<file path="config.mk">
export PLATFORM = sky130hd
export DESIGN_NAME = interleaved_average_decimator
export DESIGN_NICKNAME = d
export VERILOG_FILES = /design/src/rtl/iad_pkg.sv /design/src/rtl/interleaved_average_decimator.sv
export SDC_FILE = /design/constraint.sdc
export NUM_CORES = 1
export LEC_CHECK = 0
export BUFFER_PORTS_ARGS = -buffer_cell sky130_fd_sc_hd__buf_2
export CAP_MARGIN = 20
export CORE_ASPECT_RATIO = 0.8
export CORE_MARGIN = 2
export CORE_UTILIZATION = 56
export DETAILED_ROUTE_END_ITERATION = 16
export HOLD_SLACK_MARGIN = 0.03
export PLACE_DENSITY = 0.77
export SLEW_MARGIN = 20
export SYNTH_ARGS = -nofsm -noshare
export SYNTH_HDL_FRONTEND = slang
export SYNTH_SLANG_ARGS = --single-unit
</file>
<file path="constraint.sdc">
create_clock -name clock -period 7.55 [get_ports clock]
set_input_delay 0.3775 -clock clock [delete_from_list [all_inputs] [get_ports clock]]
set_output_delay 0.3775 -clock clock [all_outputs]
set_load 0.02 [all_outputs]
</file>
<file path="src/rtl/iad_pkg.sv">
`timescale 1ns / 1ps
// ----------------------------------------------------------------------------
// iad_pkg
// Shared widths, register indexes and reset values of the interleaved
// average decimator.
// ----------------------------------------------------------------------------
package iad_pkg;

   localparam int SAMPLE_W      = 32;  // raw sample and average ports
   localparam int SUM_W         = 40;  // signed block sum
   localparam int CHAN_IDX_W    = 3;   // channel index port
   localparam int CHANS_W       = 5;   // holds a channel count of up to 16
   localparam int BYTES_W       = 3;   // sample_bytes register
   localparam int COUNT_W       = 4;   // channel_count register
   localparam int CSR_INDEX_W   = 2;
   localparam int CSR_DATA_W    = 4;

   localparam int DEF_BLOCK_LENGTH = 4;
   localparam int DEF_MAX_CHANNELS = 8;

   localparam logic [BYTES_W-1:0] RST_SAMPLE_BYTES  = 3'd2;
   localparam logic [COUNT_W-1:0] RST_CHANNEL_COUNT = 4'd2;

   typedef enum logic [CSR_INDEX_W-1:0] {
      CSR_SAMPLE_BYTES  = 2'd0,
      CSR_CHANNEL_COUNT = 2'd1
   } csr_index_type;

   // Sample width as bytes minus one, after folding the undefined codes.
   typedef enum logic [1:0] {
      WIDTH_8  = 2'd0,
      WIDTH_16 = 2'd1,
      WIDTH_24 = 2'd2,
      WIDTH_32 = 2'd3
   } width_type;

endpackage

</file>
<file path="src/rtl/interleaved_average_decimator.sv">
`timescale 1ns / 1ps
// ----------------------------------------------------------------------------
// interleaved_average_decimator
// Boxcar averaging decimator for an interleaved multichannel sample stream.
// ----------------------------------------------------------------------------
// Usage:
//   Requests on req_ carry one raw sample each, channels interleaved in the
//   order 0, 1, ..., channel_count-1. Every sample is sign-extended from the
//   sample_bytes width and added to its channel's block sum. The sample on
//   the last frame of a block produces one response on rsp_: the block sum
//   divided by BLOCK_LENGTH, truncated toward zero, packed to the sample
//   width, together with its channel index. Other samples give no response.
//   Throughput is one request per cycle while the response path is not
//   stalled. A response passes, in order, through an accumulate stage
//   loaded when its request is accepted, a stage of two registered partial
//   products of the reciprocal multiply, and the output register. Each
//   of these stages holds its content while the next one is full and
//   stalled, so a stalled receiver blocks req_ready only once the first
//   stage holds a response waiting to move on.
//   A csr_ write to index 0 or 1 sets a register and restarts the channel and
//   frame counters; the user must make writes only while the block is idle, unenforced.
//   Reset restores sample_bytes = 2 and channel_count = 2, clears the counters
//   and empties the pipeline. The block sums need no clearing because the
//   first frame of each block loads them.
// ----------------------------------------------------------------------------
module interleaved_average_decimator
   import iad_pkg::*;
#(
   parameter int BLOCK_LENGTH = DEF_BLOCK_LENGTH,
   parameter int MAX_CHANNELS = DEF_MAX_CHANNELS
) (
   input  logic                  clock,
   input  logic                  reset,

   input  logic                  req_valid,
   output logic                  req_ready,
   input  logic [SAMPLE_W-1:0]   req_sample_raw,

   output logic                  rsp_valid,
   input  logic                  rsp_ready,
   output logic [SAMPLE_W-1:0]   rsp_average_raw,
   output logic [CHAN_IDX_W-1:0] rsp_channel_index,

   input  logic                  csr_valid,
   output logic                  csr_ready,
   input  logic [CSR_INDEX_W-1:0] csr_index,
   input  logic [CSR_DATA_W-1:0] csr_data
);

   localparam int POS_W  = (MAX_CHANNELS > 1) ? $clog2(MAX_CHANNELS) : 1;
   localparam int FRM_W  = $clog2(BLOCK_LENGTH);
   localparam int HALF_W = SUM_W / 2;
   localparam int DIV_K  = SUM_W + FRM_W;
   localparam int MAG_W  = SUM_W + 1;
   localparam int PP_W   = HALF_W + MAG_W;
   localparam int PROD_W = SUM_W + MAG_W;
   localparam logic [63:0] MAGIC_FULL =
      ((64'd1 << DIV_K) + 64'(BLOCK_LENGTH) - 64'd1) / 64'(BLOCK_LENGTH);
   localparam logic [MAG_W-1:0] MAGIC = MAGIC_FULL[MAG_W-1:0];
   localparam logic [CHANS_W-1:0] MAX_CHANS = CHANS_W'(MAX_CHANNELS);
   localparam logic [FRM_W:0] LAST_FRAME = (FRM_W+1)'(BLOCK_LENGTH - 1);

   // Configuration and counters.
   logic [BYTES_W-1:0]    sample_bytes_ff,  sample_bytes_in;
   logic [COUNT_W-1:0]    channel_count_ff, channel_count_in;
   logic [POS_W-1:0]      position_ff,      position_in;
   logic [FRM_W-1:0]      frame_ff,         frame_in;
   logic signed [SUM_W-1:0] sums_ff [MAX_CHANNELS];

   // Pipeline.
   logic                  s1_valid_ff, s1_valid_in;
   logic                  s1_neg_ff;
   logic [SUM_W-1:0]      s1_mag_ff;
   logic [CHAN_IDX_W-1:0] s1_chan_ff;
   logic                  s2_valid_ff, s2_valid_in;
   logic                  s2_neg_ff;
   logic [PP_W-1:0]       s2_hi_ff, s2_lo_ff;
   logic [CHAN_IDX_W-1:0] s2_chan_ff;
   logic                  rsp_valid_ff, rsp_valid_in;
   logic [SAMPLE_W-1:0]   rsp_average_ff;
   logic [CHAN_IDX_W-1:0] rsp_chan_ff;

   width_type               width;
   logic [CHANS_W-1:0]      chans;
   logic [CHANS_W-1:0]      pos_ext, pos_next;
   logic [POS_W-1:0]        pos_cur;
   logic [FRM_W:0]          frame_cur, frame_next;
   logic signed [SUM_W-1:0] sample_ext, sum_new;
   logic [SUM_W-1:0]        sum_mag;
   logic                    accept, last_frame;
   logic                    s3_move, s2_move, s1_move;
   logic [PROD_W-1:0]       product;
   logic [SUM_W-1:0]        quotient, average;
   logic [SAMPLE_W-1:0]     width_mask;

   assign csr_ready = 1'b1;

   always_comb begin
      if (sample_bytes_ff == 3'd0) begin
         width = WIDTH_8;
      end else if (sample_bytes_ff > 3'd4) begin
         width = WIDTH_32;
      end else begin
         width = width_type'(2'(sample_bytes_ff - 3'd1));
      end
      if (channel_count_ff == '0) begin
         chans = CHANS_W'(1);
      end else if (CHANS_W'(channel_count_ff) > MAX_CHANS) begin
         chans = MAX_CHANS;
      end else begin
         chans = CHANS_W'(channel_count_ff);
      end
   end

   always_comb begin
      unique case (width)
         WIDTH_8: begin
            sample_ext = SUM_W'(signed'(req_sample_raw[7:0]));
            width_mask = 32'h0000_00FF;
         end
         WIDTH_16: begin
            sample_ext = SUM_W'(signed'(req_sample_raw[15:0]));
            width_mask = 32'h0000_FFFF;
         end
         WIDTH_24: begin
            sample_ext = SUM_W'(signed'(req_sample_raw[23:0]));
            width_mask = 32'h00FF_FFFF;
         end
         WIDTH_32: begin
            sample_ext = SUM_W'(signed'(req_sample_raw[31:0]));
            width_mask = 32'hFFFF_FFFF;
         end
         default: begin
            sample_ext = '0;
            width_mask = '0;
         end
      endcase
   end

   // Handshake: each stage loads when empty or when its content moves on.
   assign s3_move   = !rsp_valid_ff || rsp_ready;
   assign s2_move   = !s2_valid_ff || s3_move;
   assign s1_move   = !s1_valid_ff || s2_move;
   assign req_ready = s1_move;
   assign accept    = req_valid && req_ready;

   // Counter and accumulate logic for the current request.
   always_comb begin
      pos_ext   = CHANS_W'(position_ff);
      frame_cur = (FRM_W+1)'(frame_ff);
      pos_cur   = position_ff;
      // A position at or beyond the channel count is taken as the wrap to frame+1.
      if (pos_ext >= chans) begin
         pos_cur   = '0;
         frame_cur = frame_cur + 1'b1;
         if (frame_cur > LAST_FRAME) begin
            frame_cur = '0;
         end
      end
      if (frame_cur == '0) begin
         sum_new = sample_ext;
      end else begin
         sum_new = sums_ff[pos_cur] + sample_ext;
      end
      last_frame = (frame_cur == LAST_FRAME);
      sum_mag    = sum_new[SUM_W-1] ? SUM_W'(-sum_new) : SUM_W'(sum_new);
      pos_next   = CHANS_W'(pos_cur) + 1'b1;
      frame_next = frame_cur;
      if (pos_next >= chans) begin
         pos_next   = '0;
         frame_next = frame_cur + 1'b1;
         if (frame_next > LAST_FRAME) begin
            frame_next = '0;
         end
      end
   end

   always_comb begin
      sample_bytes_in  = sample_bytes_ff;
      channel_count_in = channel_count_ff;
      position_in      = position_ff;
      frame_in         = frame_ff;
      if (accept) begin
         position_in = POS_W'(pos_next);
         frame_in    = FRM_W'(frame_next);
      end
      if (csr_valid && csr_ready) begin
         unique case (csr_index)
            CSR_SAMPLE_BYTES: begin
               sample_bytes_in = csr_data[BYTES_W-1:0];
               position_in     = '0;
               frame_in        = '0;
            end
            CSR_CHANNEL_COUNT: begin
               channel_count_in = csr_data[COUNT_W-1:0];
               position_in      = '0;
               frame_in         = '0;
            end
            default: begin
            end
         endcase
      end
   end

   // Division by the block length as a multiply by its rounded-up reciprocal,
   // exact for every sum magnitude of SUM_W bits.
   assign product  = (PROD_W'(s2_hi_ff) << HALF_W) + PROD_W'(s2_lo_ff);
   assign quotient = SUM_W'(product >> DIV_K);
   assign average  = s2_neg_ff ? SUM_W'(-quotient) : quotient;

   always_comb begin
      s1_valid_in  = s1_valid_ff;
      s2_valid_in  = s2_valid_ff;
      rsp_valid_in = rsp_valid_ff;
      if (s3_move) begin
         rsp_valid_in = s2_valid_ff;
      end
      if (s2_move) begin
         s2_valid_in = s1_valid_ff;
      end
      if (s1_move) begin
         s1_valid_in = accept && last_frame;
      end
   end

   always_ff @(posedge clock) begin
      if (reset) begin
         sample_bytes_ff  <= RST_SAMPLE_BYTES;
         channel_count_ff <= RST_CHANNEL_COUNT;
         position_ff      <= '0;
         frame_ff         <= '0;
         s1_valid_ff      <= 1'b0;
         s2_valid_ff      <= 1'b0;
         rsp_valid_ff     <= 1'b0;
      end else begin
         sample_bytes_ff  <= sample_bytes_in;
         channel_count_ff <= channel_count_in;
         position_ff      <= position_in;
         frame_ff         <= frame_in;
         s1_valid_ff      <= s1_valid_in;
         s2_valid_ff      <= s2_valid_in;
         rsp_valid_ff     <= rsp_valid_in;
      end
   end

   always_ff @(posedge clock) begin
      if (accept) begin
         sums_ff[pos_cur] <= sum_new;
      end
      if (s1_move) begin
         s1_neg_ff  <= sum_new[SUM_W-1];
         s1_mag_ff  <= sum_mag;
         s1_chan_ff <= CHAN_IDX_W'(pos_cur);
      end
      if (s2_move) begin
         s2_neg_ff  <= s1_neg_ff;
         s2_hi_ff   <= PP_W'(s1_mag_ff[SUM_W-1:HALF_W]) * PP_W'(MAGIC);
         s2_lo_ff   <= PP_W'(s1_mag_ff[HALF_W-1:0]) * PP_W'(MAGIC);
         s2_chan_ff <= s1_chan_ff;
      end
      if (s3_move) begin
         rsp_average_ff <= average[SAMPLE_W-1:0] & width_mask;
         rsp_chan_ff    <= s2_chan_ff;
      end
   end

   assign rsp_valid         = rsp_valid_ff;
   assign rsp_average_raw   = rsp_average_ff;
   assign rsp_channel_index = rsp_chan_ff;

endmodule
</file>
==> metrics.md, run 1 <==
| Metric | Value |
|---|---|
| Required time reported for the critical path endpoint | `7.76 ns` |
| Maximum number of pins on one net before global-route repair | `85` |
| R2R Path End | `sums_ff[2][36]` |
| Outcome | `complete, no violations` |
| Placed Instance Area | `22400 um^2` |
| Clk_lat worst skew | `0.55 ns` |
| Power per standard cell area | `356 nW/um^2` |
| Total number of H-tree levels | `2` |
| Total number of placement rows | `63` |
| Maximum number of buffers from clock root to sink | `3` |
| Aggregate global-route resource usage | `26.7%` |
| Fraction of final layout cells sized beyond drive strength 1 | `15.3%` |
| Worst setup startpoint | `channel_count_ff[3]` |
| Count of flip-flops with a built-in enable after synthesis | `427` |
| Yosys cell types | `85` |
| Routed wirelength normalized by instance count | `22.8 um` |
| Gp weighted congestion | `0.956` |
| Number of hold violations in the final report | `0` |
| Final clock skew | `0.0188 ns` |
| I/O Buffers | `79` |
| Number of top-level pins | `81` |
| Number of clock buffers inserted by TritonCTS | `44` |
| Vias in the first global route | `13860` |
| Cell Chain, Critical Path | `inv_1 > nand2_1 > ha_1 > a21oi_2 > o21ai_1 > nand2_2 > nand2_2 > inv_4 > buf_4 > mux4_2 > o22ai_1 > nor2_1 > fa_1 > a21o_1 > a221oi_4 > a211o_2 > a211oi_2 > o21ai_0 > a31oi_1 > o21ai_0 > a31oi_1 > o21a_1 > o21a_1 > o31ai_1` |
| Commonest cells after routing, fill and taps aside | `427 x sky130_fd_sc_hd__edfxtp_1, 183 x sky130_fd_sc_hd__nand2_1, 162 x sky130_fd_sc_hd__nor2_1` |
| Initial Utilization | `57.2%` |
| Final setup viols | `0` |
| RSZ-0062 raised after global routing | `false` |
| Top cells by area, synth | `sky130_fd_sc_hd__edfxtp_1 60%, sky130_fd_sc_hd__mux4_2 4.2%, sky130_fd_sc_hd__ha_1 3.2%` |
| Relative area change from synthesis to final layout | `11.8%` |
| Post-Syn Area per Cell | `12.6 um^2` |
| Post_cts resized | `0` |
| Cell area after layout | `23800 um^2` |
| Actual slew at the worst max-slew pin | `1.15 ns` |
| Proportion of netlist area held by the largest area contributor | `60.1%` |
| Buf+Inv Stages, Crit Path | `3` |
| RR Startpoint | `channel_count_ff[3]` |
| Most common cell after layout, fill and taps aside | `sky130_fd_sc_hd__edfxtp_1` |
| Vias | `14612` |
| Final slew viol count | `0` |
| Mapped cell area | `21300 um^2` |
| Remaining antenna violation count after routing | `0` |
| Count of fill cells added during filler insertion | `2698` |
| Hold buffer count at cts | `0` |
| Sequential element share of the synthesized area | `61.5%` |
| Sort of element at the end of the critical path | `flip-flop` |
| Number of nets in the synthesized netlist | `1791` |
| Shortest clock period the worst path allows after layout | `6.93 ns` |
| Peak ir drop on the vdd network | `0.168 mV` |
| Critical path class | `flip-flop to flip-flop` |
| CTS Sinks | `442` |
| CTS tree | `yes` |
| Gate Count Post-Synth | `1692` |
| Library cell contributing the largest single delay on the critical path | `sky130_fd_sc_hd__o31ai_1` |
| Worst Hold Margin | `0.0806 ns` |
| Die Y | `179 um` |
| Die area | `39700 um^2` |
| Setup crit start kind | `flip-flop` |
| Total of warnings raised by yosys | `0` |
| DRC violations left | `0` |
| Classification of the worst-slack hold path | `input port to flip-flop` |
| Net count of the finished layout | `1881` |
| Levels on crit path | `24` |
| Data arrival time at the worst-slack endpoint | `7.14 ns` |
| Count of buffers added by post-CTS timing repair for setup | `0` |
| Maximum achievable frequency | `144 MHz` |
| Maximum fanout along the worst path | `25` |
| Die Width | `222 um` |
| Clock-pin slew on the worst setup and hold paths | `0.06 ns` |
| Antenna cell count | `0` |
| Global-route wire length before repair | `80800 um` |
| Count of max-cap constraint violations | `0` |
| Number of cells on the worst reg-to-reg path | `24` |
| Leftover overflow at the end of global routing | `0` |
| Static leakage power | `8.80 nW` |
| Antenna violations before repair | `1` |
| Final HPWL from detailed placement | `33900 um` |
| R2R Setup Slk | `0.62 ns` |
| Core Area | `37300 um^2` |
| Average vias per placed instance | `6.36` |
| Post-Route WL | `52500 um` |
| Post-synth ARST share | `0%` |
| Aggregate negative setup slack | `0 ns` |
| Number of DRC violations after detailed-routing iteration 0 | `1711` |
| Max-Slew Margin vs Limit | `23.2%` |
| Buffer type at the clock tree root | `sky130_fd_sc_hd__clkbuf_16` |
| Post-route fraction of the period consumed by the critical path | `91.8%` |
| Cell type contributing the most total cell area after synthesis | `sky130_fd_sc_hd__edfxtp_1` |
| Critical path capture point | `sums_ff[2][36]` |
| Worst min-delay path startpoint | `csr_data[1]` |
| Worst hold path cell count | `3` |
| Flop and latch count out of synthesis | `442` |
| Delay of the slowest critical-path stage | `0.81 ns` |
| Flip-flop cell with the highest count after synthesis | `sky130_fd_sc_hd__edfxtp_1` |
| DR pass1 iterations | `6` |
| Top cell family by delay on the critical path | `compound AO/OA/AOI/OAI gates` |
-- per-stage QoR --
step / utilization, % / setup WS [ns] / instances / power [mW]
detailed placement: 60.2 / 0.823 / 2222 / 6.31
global placement: 60.2 / 1.01 / 2222 / 6.21
floorplan: - / 0.551 / 1692 / 5.52
finish: 63.9 / 0.621 / 2299 / 8.47
CTS: 63.9 / 0.773 / 2298 / 8.43
global route: 63.9 / 0.200 / 2299 / 8.87
-- routing by layer --
metal  part of all wire (%)  up-vias  global-route usage [%]
met5                      0        -                       0
met4                    2.1        0                    7.35
met3                     10       89                    4.50
met2                     44      783                    41.0
met1                     43     7124                    39.8
li1                       -     6616                       -
-- state kept, by name, summed over array words and instances (netlist names) --
signal / count
channel_count_ff: 4
frame_ff: 2
position_ff: 3
rsp_average_raw: 32
rsp_channel_index: 3
rsp_valid: 1
s1_chan_ff: 3
s1_mag_ff: 32
s1_neg_ff: 1
s1_valid_ff: 1
s2_chan_ff: 3
s2_hi_ff: 14
s2_lo_ff: 18
s2_neg_ff: 1
s2_valid_ff: 1
sample_bytes_ff: 3
sums_ff: 320
-- Yosys cell counts, types with 6 or more instances --
cell / count
sky130_fd_sc_hd__o211ai_1: 15
sky130_fd_sc_hd__mux4_2: 40
sky130_fd_sc_hd__o22ai_1: 40
sky130_fd_sc_hd__xor2_1: 35
sky130_fd_sc_hd__o21ai_1: 8
sky130_fd_sc_hd__o31ai_1: 20
sky130_fd_sc_hd__clkbuf_1: 58
sky130_fd_sc_hd__or3_1: 19
sky130_fd_sc_hd__nor3_1: 20
sky130_fd_sc_hd__nor2_1: 166
sky130_fd_sc_hd__o21a_1: 11
sky130_fd_sc_hd__nand4_1: 10
sky130_fd_sc_hd__a31oi_1: 48
sky130_fd_sc_hd__buf_2: 7
sky130_fd_sc_hd__a21oi_1: 87
sky130_fd_sc_hd__or4_1: 7
sky130_fd_sc_hd__nor4_1: 10
sky130_fd_sc_hd__ha_1: 55
sky130_fd_sc_hd__nor3b_1: 7
sky130_fd_sc_hd__edfxtp_1: 427
sky130_fd_sc_hd__dfxtp_1: 15
sky130_fd_sc_hd__nand2b_1: 9
sky130_fd_sc_hd__o21ai_0: 53
sky130_fd_sc_hd__nand3_1: 25
sky130_fd_sc_hd__buf_1: 14
sky130_fd_sc_hd__nand2_1: 183
sky130_fd_sc_hd__mux2i_1: 48
sky130_fd_sc_hd__inv_1: 43
sky130_fd_sc_hd__a211oi_1: 6
sky130_fd_sc_hd__xnor2_1: 42
sky130_fd_sc_hd__a21o_1: 22
sky130_fd_sc_hd__and3_1: 45
-- layout make-up --
type	instances	area [um^2]	area share, %
sequential	442	13100	55.1
clock buffer	50	1140	4.80
multi-input combinational	1122	7760	32.6
clock inverter	26	250	1.05
inverter	45	171	0.719
tap	487	609	2.56
timing repair buffer	127	766	3.21
-- worst reg2reg max path: stages, from the launching register on --
cell                       delay (ns)
sky130_fd_sc_hd__dfxtp_1         0.34
sky130_fd_sc_hd__inv_1           0.16
sky130_fd_sc_hd__nand2_1         0.11
sky130_fd_sc_hd__ha_1            0.31
sky130_fd_sc_hd__a21oi_2         0.14
sky130_fd_sc_hd__o21ai_1         0.12
sky130_fd_sc_hd__nand2_2         0.15
sky130_fd_sc_hd__nand2_2         0.10
sky130_fd_sc_hd__inv_4           0.36
sky130_fd_sc_hd__buf_4           0.31
sky130_fd_sc_hd__mux4_2          0.52
sky130_fd_sc_hd__o22ai_1         0.18
sky130_fd_sc_hd__nor2_1          0.11
sky130_fd_sc_hd__fa_1            0.44
sky130_fd_sc_hd__a21o_1          0.24
sky130_fd_sc_hd__a221oi_4        0.37
sky130_fd_sc_hd__a211o_2         0.26
sky130_fd_sc_hd__a211oi_2        0.11
sky130_fd_sc_hd__o21ai_0         0.33
sky130_fd_sc_hd__a31oi_1         0.17
sky130_fd_sc_hd__o21ai_0         0.29
sky130_fd_sc_hd__a31oi_1         0.24
sky130_fd_sc_hd__o21a_1          0.25
sky130_fd_sc_hd__o21a_1          0.17
sky130_fd_sc_hd__o31ai_1         0.81
-- where the power goes --
part	internal, mW	total, mW	switching, mW
clock network	1.25	2.14	0.889
registers	3.41	3.60	0.190
logic	0.974	2.73	1.76
total	5.64	8.47	2.83
-- how the worst min path moves through the flow --
stage / end / slack, ns
floorplan: rsp_channel_index[0] / 0.40
global placement: s2_lo_ff[48] / 0.40
detailed placement: s2_lo_ff[45] / 0.40
CTS: sample_bytes_ff[1] / 0.06
global route: sample_bytes_ff[1] / 0.08
finish: sample_bytes_ff[1] / 0.08
-- logic make-up (layout without fill, tap and decap cells) --
logic type	Yosys count	in the layout	share of synthesized area, %
multiplexers	90	90	6.58
AO/OA/AOI/OAI	366	366	11.3
adder cells (fa/ha/maj)	56	56	3.32
XOR/XNOR	77	77	3.16
other	1	1	0.0176
flip-flops	442	442	61.5
AND/OR/NAND/NOR	532	532	11.7
buffers and inverters	128	248	2.38
No activity file was read; power rests on OpenSTA's default activity.
==> inputs of run 2 (changes only) <==
Settings changed: ABC_AREA from default to 1.
==> run 2 against run 1 <==
- cell count grew 28%
- count of clock-buffer cells in the layout fell by 1
- clock skew increased by 0.0072 ns
- wire length rose by 8.4%
- sequential power up 4%
- register-to-register slack better by 0.52 ns
- combinational power up 33%
- largest cell class unchanged
- largest power group unchanged
==> metrics.md, run 2 <==
| Metric | Value |
|---|---|
| Outcome | `complete, no violations` |
| Total of warnings raised by yosys | `0 (unchanged)` |
| Maximum number of pins on one net before global-route repair | `160 (+88%)` |
| Worst hold path cell count | `3 (unchanged)` |
| Net count of the finished layout | `2472 (+31%)` |
| Worst Hold End | `channel_count_ff[0]` |
| CTS tree | `yes` |
| Post-Syn Area per Cell | `9.66 um^2 (-23%)` |
| Dpl ws | `1.27 ns (+0.446 ns)` |
| Maximum fanout along the worst path | `41 (+64%)` |
| I/O Buffers | `79 (unchanged)` |
| Peak ir drop on the vdd network | `0.197 mV (+18%)` |
| Final clock skew | `0.0260 ns (+0.00721 ns)` |
| Count of buffers added by post-CTS timing repair for setup | `0 (unchanged)` |
| Required time reported for the critical path endpoint | `7.85 ns (+0.09 ns)` |
| Cell area after layout | `24600 um^2 (+3.2%)` |
| DRC violations left | `0 (unchanged)` |
| Worst min-delay path startpoint | `csr_data[0]` |
| R2R Setup Slk | `1.14 ns (+0.52 ns)` |
| Flop and latch count out of synthesis | `442 (unchanged)` |
| Aggregate negative setup slack | `0 ns (unchanged)` |
| Shortest clock period the worst path allows after layout | `6.41 ns (-0.517 ns)` |
| Number of top-level pins | `81 (unchanged)` |
| Final setup viols | `0 (unchanged)` |
| Post-route fraction of the period consumed by the critical path | `84.9% (-6.9 points)` |
| Final cell count without fillers | `2943 (+28%)` |
| Placed Instance Area | `23200 um^2 (+3.3%)` |
| Worst-case setup margin in the final layout | `1.14 ns (+0.517 ns)` |
| Commonest cells after routing, fill and taps aside | `703 x sky130_fd_sc_hd__nand2_1, 427 x sky130_fd_sc_hd__edfxtp_1, 258 x sky130_fd_sc_hd__inv_1` |
| Sequential element share of the synthesized area | `59.4% (-2.2 points)` |
| Remaining antenna violation count after routing | `0 (unchanged)` |
| Antenna violations before repair | `1 (unchanged)` |
| Final slew viol count | `0 (unchanged)` |
| Average vias per placed instance | `5.68 (-11%)` |
| Post-synth ARST share | `0% (unchanged)` |
| Mapped cell area | `22100 um^2 (+3.7%)` |
| Flip-flop cell with the highest count after synthesis | `sky130_fd_sc_hd__edfxtp_1` |
| Global-route wire length before repair | `87700 um (+8.5%)` |
| RR Startpoint | `channel_count_ff[3]` |
| Total number of H-tree levels | `2 (unchanged)` |
| CTS Sinks | `442 (unchanged)` |
| Post-Route WL | `56900 um (+8.4%)` |
| Count of flip-flops with a built-in enable after synthesis | `427 (unchanged)` |
| Critical path class | `flip-flop to flip-flop` |
| Routed wirelength normalized by instance count | `19.3 um (-15%)` |
| Number of hold violations in the final report | `0 (unchanged)` |
| Count of max-cap constraint violations | `0 (unchanged)` |
| Maximum achievable frequency | `156 MHz (+8.1%)` |
| Number of clock buffers inserted by TritonCTS | `44 (unchanged)` |
| Number of cells on the worst reg-to-reg path | `27 (+13%)` |
| Leftover overflow at the end of global routing | `0 (unchanged)` |
| Data arrival time at the worst-slack endpoint | `6.71 ns (-0.43 ns)` |
| Setup crit start kind | `flip-flop` |
| Initial Utilization | `56.4% (-0.80 points)` |
| Classification of the worst-slack hold path | `input port to flip-flop` |
| Cell type contributing the most total cell area after synthesis | `sky130_fd_sc_hd__edfxtp_1` |
| RSZ-0062 raised after global routing | `false` |
| Proportion of netlist area held by the largest area contributor | `58.0% (-2.1 points)` |
| Fraction of final layout cells sized beyond drive strength 1 | `9.65% (-5.6 points)` |
| Clk_lat worst skew | `0.56 ns (about the same)` |
| Vias | `16714 (+14%)` |
| Count of fill cells added during filler insertion | `3244 (+20%)` |
| R2R Path End | `s1_mag_ff[30]` |
| Maximum number of buffers from clock root to sink | `3 (unchanged)` |
| Die area | `41100 um^2 (+3.6%)` |
| Placed instance count | `2861 (+29%)` |
| Die Y | `182 um (+1.8%)` |
| Vias in the first global route | `15783 (+14%)` |
| Largest register by flop count | `sums_ff` |
| Most common cell after layout, fill and taps aside | `sky130_fd_sc_hd__nand2_1` |
| Aggregate global-route resource usage | `28.1% (+1.3 points)` |
| Core Area | `39200 um^2 (+5.1%)` |
| Total number of placement rows | `65 (+3.2%)` |
| Number of flip-flops under the largest register name | `320 (unchanged)` |
| Sort of element at the end of the critical path | `flip-flop` |
| Max-Slew Margin vs Limit | `35.2% (+12 points)` |
| Worst Hold Margin | `0.0898 ns (+0.00914 ns)` |
| Most common library cells after synthesis | `704 x sky130_fd_sc_hd__nand2_1, 427 x sky130_fd_sc_hd__edfxtp_1, 258 x sky130_fd_sc_hd__inv_1, 185 x sky130_fd_sc_hd__a21oi_1, 145 x sky130_fd_sc_hd__nor2_1` |
| Gp weighted congestion | `0.954 (-0.16%)` |
| DR pass1 iterations | `5 (-1)` |
| Share of the core filled with cells | `62.7% (-1.2 points)` |
| Yosys cell types | `50 (-41%)` |
| Most common cell in the netlist | `sky130_fd_sc_hd__nand2_1` |
| Number of DRC violations after detailed-routing iteration 0 | `1622 (-5.2%)` |
| Actual slew at the worst max-slew pin | `0.972 ns (-0.175 ns)` |
| Number of nets in the synthesized netlist | `2388 (+33%)` |
| Clock-pin slew on the worst setup and hold paths | `0.06 ns (about the same)` |
| Final HPWL from detailed placement | `38100 um (+13%)` |
| Power per standard cell area | `387 nW/um^2 (+8.8%)` |
| Gate Count Post-Synth | `2289 (+35%)` |
| Top cells by area, synth | `sky130_fd_sc_hd__edfxtp_1 58%, sky130_fd_sc_hd__nand2_1 12%, sky130_fd_sc_hd__inv_1 4.4%` |
| Post-layout power | `9.51 mW (+12%)` |
| Static leakage power | `10.5 nW (+19%)` |
| Buffer type at the clock tree root | `sky130_fd_sc_hd__clkbuf_16` |
| Relative area change from synthesis to final layout | `11.3%` |
| Die Width | `226 um (+1.8%)` |
## run 2: per-layer routing
| layer | share of wire, % | track usage (%) |
|---|---|---|
| met1 | 43 | 40.0 |
| met2 | 46 | 44.7 |
| met3 | 7.8 | 3.72 |
| met4 | 3.2 | 9.74 |
| met5 | 0 | 0 |
## run 2: how the worst max path moves through the flow
| stage | slack (ns) | endpoint | depth (start not counted) | start |
|---|---|---|---|---|
| detailed placement | 1.27 | s1_mag_ff[30] | 31 | channel_count_ff[3] |
| global placement | 1.37 | s1_mag_ff[30] | 31 | channel_count_ff[3] |
| finish | 1.14 | s1_mag_ff[30] | 27 | channel_count_ff[3] |
| floorplan | 2.39 | sums_ff[2][0] | 8 | rsp_ready |
| global route | 0.65 | s1_mag_ff[30] | 31 | channel_count_ff[3] |
| CTS | 1.24 | s1_mag_ff[30] | 31 | channel_count_ff[3] |
## run 2: layout make-up
class                      instances  area (um^2)  area share [%]
multi-input combinational       1507         7710            31.3
clock buffer                      49         1140            4.64
clock inverter                    28          263            1.07
timing repair buffer             109          663            2.70
sequential                       442        13100            53.4
tap                              536          671            2.73
antenna                            3         7.51          0.0305
inverter                         269         1020            4.14
## run 2: power by group
group,switching (mW),internal [mW]
sequential,0.164,3.58
clock,0.907,1.23
combinational,2.58,1.06
## run 2: cell families (layout without fill, tap and decap cells)
group | after synthesis | count (layout) | synth area share (%)
other | 1 | 4 | 0.0170
AND/OR/NAND/NOR | 1079 | 1079 | 20.4
flip-flops | 442 | 442 | 59.4
adder cells (fa/ha/maj) | 56 | 56 | 3.20
AO/OA/AOI/OAI | 334 | 334 | 9.46
XOR/XNOR | 37 | 37 | 1.47
buffers and inverters | 340 | 455 | 6.14
## run 2: repair_timing
item                                   4_1_cts  5_1_grt
endpoints found under the hold margin        4        0
hold buffers                                 2        0
resized for setup                            0        0
## run 2: worst max-delay path, cell delays in order (launching register included)
cell                       delay [ns]
sky130_fd_sc_hd__dfxtp_1         0.32
sky130_fd_sc_hd__inv_2           0.10
sky130_fd_sc_hd__nand2_1         0.11
sky130_fd_sc_hd__ha_1            0.34
sky130_fd_sc_hd__nand4_1         0.22
sky130_fd_sc_hd__nand3_2         0.24
sky130_fd_sc_hd__inv_2           0.10
sky130_fd_sc_hd__nand2_1         0.11
sky130_fd_sc_hd__nor2_1          0.08
sky130_fd_sc_hd__inv_1           0.49
sky130_fd_sc_hd__buf_4           0.36
sky130_fd_sc_hd__a21oi_1         0.07
sky130_fd_sc_hd__a221oi_1        0.67
sky130_fd_sc_hd__ha_1            0.44
sky130_fd_sc_hd__nand2_1         0.18
sky130_fd_sc_hd__nor2_1          0.08
sky130_fd_sc_hd__a21oi_1         0.24
sky130_fd_sc_hd__nand3_1         0.16
sky130_fd_sc_hd__a21oi_1         0.35
sky130_fd_sc_hd__o21ai_0         0.19
sky130_fd_sc_hd__nand3_1         0.10
sky130_fd_sc_hd__nand2_1         0.11
sky130_fd_sc_hd__nand2_2         0.59
sky130_fd_sc_hd__nand2_2         0.22
sky130_fd_sc_hd__nand2_1         0.11
sky130_fd_sc_hd__nand2_1         0.05
sky130_fd_sc_hd__nand2_1         0.08
sky130_fd_sc_hd__inv_1           0.04
